### src/hw/rtl/anhc_pkg.sv
`timescale 1ns / 1ps

package anhc_pkg;

  localparam int CACHE_ENTRIES_DEF = 8;
  localparam int CFG_IDX_W         = 2;

  localparam logic [CFG_IDX_W-1:0] CFG_LOCAL_IP    = 2'd0;
  localparam logic [CFG_IDX_W-1:0] CFG_SUBNET_MASK = 2'd1;
  localparam logic [CFG_IDX_W-1:0] CFG_GATEWAY_IP  = 2'd2;

  localparam logic [31:0] IP_ALL_ONES   = 32'hFFFF_FFFF;
  localparam logic [47:0] BROADCAST_MAC = 48'hFFFF_FFFF_FFFF;

  localparam logic ACT_LOOKUP = 1'b0;
  localparam logic ACT_LEARN  = 1'b1;

  typedef struct packed {
    logic        action;
    logic [31:0] ip_addr;
    logic [47:0] learn_mac;
  } anhc_in_t;

  typedef struct packed {
    logic        hit;
    logic        is_broadcast;
    logic [47:0] mac_out;
    logic [31:0] next_hop;
  } anhc_out_t;

  // item travelling down the row of cells
  typedef struct packed {
    logic        valid;
    logic        action;
    logic        bcast;
    logic        found;
    logic        free_found;
    logic [31:0] addr;
    logic [47:0] mac;
  } anhc_tok_t;

  // fill of one entry after the item has left the row
  typedef struct packed {
    logic        en;
    logic [31:0] ip;
    logic [47:0] mac;
  } anhc_wr_t;

endpackage

### src/hw/rtl/arp_next_hop_cache.sv
`timescale 1ns / 1ps
// An accepted input is registered into tok0, then the item walks the row of cells
// one entry per cycle; the result is taken from the last cell.
// Only one item is in the row at a time; a new input is not taken until the item
// leaves the row. Results queue in two output slots; input is taken while one waits.
// Reset: synchronous, clears entry valid bits, config registers and control state.

module arp_next_hop_cache
  import anhc_pkg::*;
#(
  parameter int CACHE_ENTRIES = CACHE_ENTRIES_DEF
) (
  input  logic                 clk,
  input  logic                 rst,
  input  logic                 in_valid,
  output logic                 in_stall,
  input  anhc_in_t             in_data,
  output logic                 out_valid,
  input  logic                 out_stall,
  output anhc_out_t            out_data,
  input  logic                 cfg_valid,
  output logic                 cfg_ready,
  input  logic [CFG_IDX_W-1:0] cfg_index,
  input  logic [31:0]          cfg_data
);

  localparam int IDX_W = (CACHE_ENTRIES > 1) ? $clog2(CACHE_ENTRIES) : 1;

  logic [31:0] local_ip;
  logic [31:0] subnet_mask;
  logic [31:0] gateway_ip;

  logic        busy;
  logic        in_xfer;
  logic        off_net;
  logic [31:0] hop;
  anhc_tok_t   tok0;

  anhc_tok_t        tok  [CACHE_ENTRIES];
  logic [IDX_W-1:0] free [CACHE_ENTRIES];
  anhc_wr_t         wr   [CACHE_ENTRIES];
  logic [CACHE_ENTRIES-1:0] wr_en;
  logic [CACHE_ENTRIES:0]   tok_valid;

  anhc_tok_t   last;
  logic [IDX_W-1:0] last_free;
  anhc_out_t   res;
  anhc_out_t   q0;
  anhc_out_t   q1;
  logic [1:0]  count;
  logic        push;
  logic        pop;

  assign cfg_ready = 1'b1;

  always_ff @(posedge clk) begin
    if (rst) begin
      local_ip    <= '0;
      subnet_mask <= '0;
      gateway_ip  <= '0;
    end else if (cfg_valid) begin
      unique case (cfg_index)
        CFG_LOCAL_IP:    local_ip    <= cfg_data;
        CFG_SUBNET_MASK: subnet_mask <= cfg_data;
        CFG_GATEWAY_IP:  gateway_ip  <= cfg_data;
        default: ;
      endcase
    end
  end

  assign in_stall = busy || (count == 2'd2);
  assign in_xfer  = in_valid && !in_stall;

  assign off_net = (subnet_mask != '0)
                   && (((in_data.ip_addr ^ local_ip) & subnet_mask) != '0);
  assign hop = (in_data.action == ACT_LOOKUP && off_net) ? gateway_ip : in_data.ip_addr;

  always_ff @(posedge clk) begin
    if (rst) begin
      busy       <= 1'b0;
      tok0.valid <= 1'b0;
    end else begin
      tok0.valid      <= in_xfer;
      tok0.action     <= in_data.action;
      tok0.bcast      <= (in_data.action == ACT_LOOKUP)
                         && (hop == IP_ALL_ONES || hop == '0);
      tok0.found      <= 1'b0;
      tok0.free_found <= 1'b0;
      tok0.addr       <= hop;
      tok0.mac        <= (in_data.action == ACT_LEARN) ? in_data.learn_mac : '0;
      if (in_xfer) begin
        busy <= 1'b1;
      end else if (last.valid) begin
        busy <= 1'b0;
      end
    end
  end

  for (genvar i = 0; i < CACHE_ENTRIES; i++) begin : g_cell
    anhc_cell #(
      .IDX_W (IDX_W),
      .IDX   (i)
    ) u_cell (
      .clk      (clk),
      .rst      (rst),
      .tok_in   ((i == 0) ? tok0 : tok[(i == 0) ? 0 : i - 1]),
      .free_in  ((i == 0) ? '0 : free[(i == 0) ? 0 : i - 1]),
      .wr       (wr[i]),
      .tok_out  (tok[i]),
      .free_out (free[i])
    );

    // miss on learn: fill the lowest free entry, or entry 0 when full
    assign wr_en[i] = last.valid && last.action == ACT_LEARN && !last.found
                      && (last.free_found ? (last_free == IDX_W'(i)) : (i == 0));
    assign wr[i].en  = wr_en[i];
    assign wr[i].ip  = last.addr;
    assign wr[i].mac = last.mac;
    assign tok_valid[i + 1] = tok[i].valid;
  end

  assign tok_valid[0] = tok0.valid;
  assign last         = tok[CACHE_ENTRIES-1];
  assign last_free    = free[CACHE_ENTRIES-1];

  always_comb begin
    res.hit          = last.found || last.bcast;
    res.is_broadcast = last.bcast;
    res.mac_out      = last.bcast ? BROADCAST_MAC
                       : ((last.action == ACT_LOOKUP) ? last.mac : '0);
    res.next_hop     = last.addr;
  end

  assign push      = last.valid;
  assign out_valid = (count != 2'd0);
  assign pop       = out_valid && !out_stall;
  assign out_data  = q0;

  always_ff @(posedge clk) begin
    if (rst) begin
      count <= 2'd0;
    end else begin
      count <= count + 2'(push) - 2'(pop);
      if (push && !pop) begin
        if (count == 2'd0) begin
          q0 <= res;
        end else begin
          q1 <= res;
        end
      end else if (pop && !push) begin
        q0 <= q1;
      end else if (push && pop) begin
        if (count == 2'd1) begin
          q0 <= res;
        end else begin
          q0 <= q1;
          q1 <= res;
        end
      end
    end
  end

`ifndef SYNTHESIS
  a_one_in_row: assert property (@(posedge clk) disable iff (rst)
    $countones(tok_valid) <= 1)
    else $error("more than one item in the cell row");

  a_one_fill: assert property (@(posedge clk) disable iff (rst)
    $onehot0(wr_en))
    else $error("more than one entry filled at once");

  a_row_busy: assert property (@(posedge clk) disable iff (rst)
    (tok_valid != '0) |-> busy)
    else $error("item in row while not busy");

  a_queue_room: assert property (@(posedge clk) disable iff (rst)
    last.valid |-> (count != 2'd2) || pop)
    else $error("result arrives with output queue full");
`endif

endmodule

### src/hw/rtl/anhc_cell.sv
`timescale 1ns / 1ps

module anhc_cell
  import anhc_pkg::*;
#(
  parameter int IDX_W = 3,
  parameter int IDX   = 0
) (
  input  logic             clk,
  input  logic             rst,
  input  anhc_tok_t        tok_in,
  input  logic [IDX_W-1:0] free_in,
  input  anhc_wr_t         wr,
  output anhc_tok_t        tok_out,
  output logic [IDX_W-1:0] free_out
);

  logic [31:0]      ip;
  logic [47:0]      mac;
  logic             valid;
  logic             match;
  anhc_tok_t        tok_next;
  logic [IDX_W-1:0] free_next;

  assign match = tok_in.valid && valid && !tok_in.found && !tok_in.bcast
                 && (ip == tok_in.addr);

  always_comb begin
    tok_next  = tok_in;
    free_next = free_in;
    if (match) begin
      tok_next.found = 1'b1;
      if (tok_in.action == ACT_LOOKUP) begin
        tok_next.mac = mac;
      end
    end
    if (tok_in.valid && !valid && !tok_in.free_found) begin
      tok_next.free_found = 1'b1;
      free_next           = IDX_W'(IDX);
    end
  end

  always_ff @(posedge clk) begin
    if (rst) begin
      valid         <= 1'b0;
      tok_out.valid <= 1'b0;
    end else begin
      tok_out  <= tok_next;
      free_out <= free_next;
      if (wr.en) begin
        ip    <= wr.ip;
        mac   <= wr.mac;
        valid <= 1'b1;
      end else if (match && tok_in.action == ACT_LEARN) begin
        mac <= tok_in.mac;
      end
    end
  end

endmodule
### config.mk
export PLATFORM = sky130hd
export DESIGN_NAME = arp_next_hop_cache
export DESIGN_NICKNAME = d
export VERILOG_FILES = /design/src/hw/rtl/anhc_pkg.sv /design/src/hw/rtl/arp_next_hop_cache.sv /design/src/hw/rtl/anhc_cell.sv
export SDC_FILE = /design/constraint.sdc
export NUM_CORES = 2
export LEC_CHECK = 0
export ABC_AREA = 1
export BUFFER_PORTS_ARGS = -buffer_cell sky130_fd_sc_hd__buf_2
export CORE_MARGIN = 2
export CORE_UTILIZATION = 55
export DETAILED_ROUTE_END_ITERATION = 6
export HOLD_SLACK_MARGIN = 0.12
export PLACE_DENSITY_LB_ADDON = 0.2
export SETUP_SLACK_MARGIN = 0.5
export SYNTH_ARGS = -nofsm -noshare
export SYNTH_HDL_FRONTEND = slang
export SYNTH_HIERARCHICAL = 1
export SYNTH_SLANG_ARGS = --single-unit
### constraint.sdc
create_clock -name clk -period 12.71 [get_ports clk]
set_input_delay 0 -clock clk [delete_from_list [all_inputs] [get_ports clk]]
set_output_delay 0 -clock clk [all_outputs]
set_load 0.05 [all_outputs]
==> metrics <==
Syn Area/Cell 9.08 sq um; PwrDens between 100 and 150 nW/um^2; Worst-path clk slew about 0.060 ns; worst slew pin tran roughly 1.3 ns; DRC 0; Die Area 146000 sq um; total routed wirelength 166000 um; setup_tns 0 ns; Pleak between 30 and 40 nW; Slowest-stage cell, CP nor2_4; CTS Buf Count about 170; dominant cell type by area after synthesis edfxtp_1; Rel. slew slack ~17%; CP delay by family, top simple AND/OR/NAND/NOR gates; Ports slightly above 200; CP Buf/Inv Count 6; # fillers approximately 11000; fin crit share about two fifths; Crit. End Element flip-flop; Final Setup Violations 0; DIE HEIGHT about 380 um; cell count after placement between 10000 and 15000; Seq/Total Area, Yosys 63.3%; drt wl/cell between 10 and 15 um; worst setup path class flip-flop to flip-flop; Critical Path AT about 5.6 ns; Post-synth EDFFs ~1600; Worst setup SP type flip-flop; outcome complete, no violations; share of post-route cells with drive strength above 1 under 10%; Unique masters post-synth 34; Ys Warns 6; Nets ~9000; Port Buffers between 200 and 250; first-pass GRT wire length ~270000 um; skew final roughly 0.03 ns; Layout area overhead 13.5%; TritonRoute pass-1 iters 6; Yosys reg bits between 1500 and 2000; CTS tree built; ys async rst share 0%; htree depth 4; Req. time, crit path between 10 and 15 ns; vias in the first global route approximately 50000; Syn Inst Count 8675; Global Route Usage Sum between 20% and 30%; crit-path max cell delay around 1 ns; VDD IR-drop max around 0.12 mV; Initial Util 55.6%; clock buffer depth 3; Final min period ~5.2 ns; critical-path cell list inv_1, buf_4, nor3_1, nand3b_1, nor2_4, inv_1, buf_4, nor2_2, buf_4, inv_1, nand2_2; RSZ-0062 raised after global routing no; initial antenna violation count 3; maxcap violations 0; Hold Vio Cnt, Final 0; worst-path maximum fanout 50; Post-synth top cells nand2_1 (4462), edfxtp_1 (1582), inv_1 (817); most frequent cell after synthesis nand2_1; routed vias/inst ~5.0; Crit path depth 11; via count 55200; reg2reg path depth 11; Die X around 380 um; Iter 0 DRT Violations 4681; Hold WS about 0.17 ns; detailed placement HPWL ~120000 um; Max Fclk 193 MHz; pin count of the biggest net entering global routing 113; Synth area leaders edfxtp_1 (60%), nand2_1 (21%), inv_1 (3.9%); hold path cells 4; Synth Flop Type edfxtp_1; row count roughly 140; post-CTS setup buffer count 0; post-synth top area share about 60%; clock root cell clkbuf_16; GP Congestion 0.855; Skew-Pair Late Insertion Delay roughly 0.8 ns; antenna viol nets, final 0; final cell count without fillers approximately 11000; max-slew violation count 0; core area around 140000 sq um; post-synthesis cell area about 80000 sq um; # clock sinks about 1700; Hold Path Class input pin to flip-flop; grt total ovfl 0
[kinds of logic after synthesis]
family	count (synthesis)	synth area share, %
AND/OR/NAND/NOR	5483	28.3
flip-flops	1698	63.3
buffers and inverters	1204	6.35
AO/OA/AOI/OAI	245	1.63
XOR/XNOR	41	0.456
adder cells (fa/ha/maj)	2	0.0318
other	2	0.00954
[metal layers]
metal	GRT usage [%]	vias to the layer above	routed length, um
met1	34.7	24900	79900
li1	-	28200	-
met3	3.23	306	11400
met2	33.6	1826	69700
met4	7.48	0	4530
met5	0	-	0
[repair_timing]
| action | 4_1_cts | 5_1_grt |
|---|---|---|
| resized for setup | 0 | 0 |
| hold endpoints to repair | 198 | 0 |
| hold buffers | 273 | 0 |
[registers in the layout, indices dropped and copies added, names as in the netlist]
register                count
subnet_mask                32
tok0                       83
g_cell.u_cell/free_out     24
g_cell.u_cell/valid         8
busy                        1
out_data                   82
g_cell.u_cell/ip          256
g_cell.u_cell/tok_out     680
g_cell.u_cell/mac         384
local_ip                   32
gateway_ip                 32
count                       2
q1                         82
[cells in the final DEF (no fill, tap or decap), types with 8 or more instances in the layout]
master | netlist | layout
nand2_1 | 4462 | 4454
edfxtp_1 | 1582 | 1582
inv_1 | 817 | 807
nor2_1 | 466 | 450
nand3_1 | 327 | 322
dlygate4sd3_1 | 0 | 273
buf_2 | 34 | 203
clkbuf_16 | 0 | 178
nand3_2 | 160 | 165
o21ai_0 | 118 | 118
dfxtp_1 | 116 | 116
a21oi_1 | 79 | 78
buf_4 | 19 | 70
a31oi_1 | 48 | 48
clkinv_1 | 9 | 38
clkbuf_1 | 256 | 38
clkinv_2 | 0 | 35
xnor2_1 | 32 | 32
nor2_4 | 9 | 17
bufinv_16 | 0 | 17
nor2_2 | 8 | 16
nand3b_1 | 14 | 14
nand2_2 | 5 | 13
inv_2 | 10 | 10
nand4_1 | 9 | 9
nor3_1 | 10 | 9
xor2_1 | 9 | 9
inv_6 | 0 | 8
clkbuf_8 | 0 | 8
nor3_4 | 0 | 8
[stage by stage]
| stage | instance area, sq um | setup WS (ns) | utilization [%] | power (mW) |
|---|---|---|---|---|
| after floorplan | 78800 | 6.09 | - | 7.11 |
| after global placement | 81000 | 7.55 | 57.2 | 7.33 |
| after detailed placement | 81000 | 7.61 | 57.2 | 7.37 |
| after CTS | 89400 | 7.61 | 63.0 | 12.4 |
| after global routing | 89400 | 7.07 | 63.1 | 12.8 |
| final | 89400 | 7.53 | 63.1 | 12.3 |
[power by group]
| part | internal (mW) | total, mW | switching (mW) |
|---|---|---|---|
| clock | 2.95 | 5.01 | 2.06 |
| combinational | 0.263 | 0.767 | 0.504 |
| sequential | 6.35 | 6.56 | 0.215 |
[tightest hold or removal path, delay by kind of cell]
kind	cells	cell delay (ns)
buffers and inverters	2	0.66
and+or+nand+nor	2	0.15
[final timing paths]
kind	start	end	slack [ns]
hold reg to reg	g_cell[0].u_cell/tok_out[84]	g_cell[1].u_cell/tok_out[84]	0.43
hold / removal	in_data[75]	tok0[75]	0.17
setup / recovery	g_cell[7].u_cell/tok_out[83]	g_cell[1].u_cell/mac[34]	7.53
setup reg to reg	g_cell[7].u_cell/tok_out[83]	g_cell[1].u_cell/mac[34]	7.53
[final cells by class]
class | count | area [sq um] | share of cell area, %
Clock buffer | 226 | 4720 | 5.28
Inverter | 836 | 3150 | 3.53
Sequential cell | 1698 | 49800 | 55.7
Multi-Input combinational cell | 5778 | 24100 | 27.0
Timing Repair Buffer | 546 | 4270 | 4.78
Tap cell | 1890 | 2360 | 2.65
Antenna cell | 6 | 15.0 | 0.0168
Clock inverter | 88 | 892 | 0.998
No activity file was read; power rests on OpenSTA's default activity.
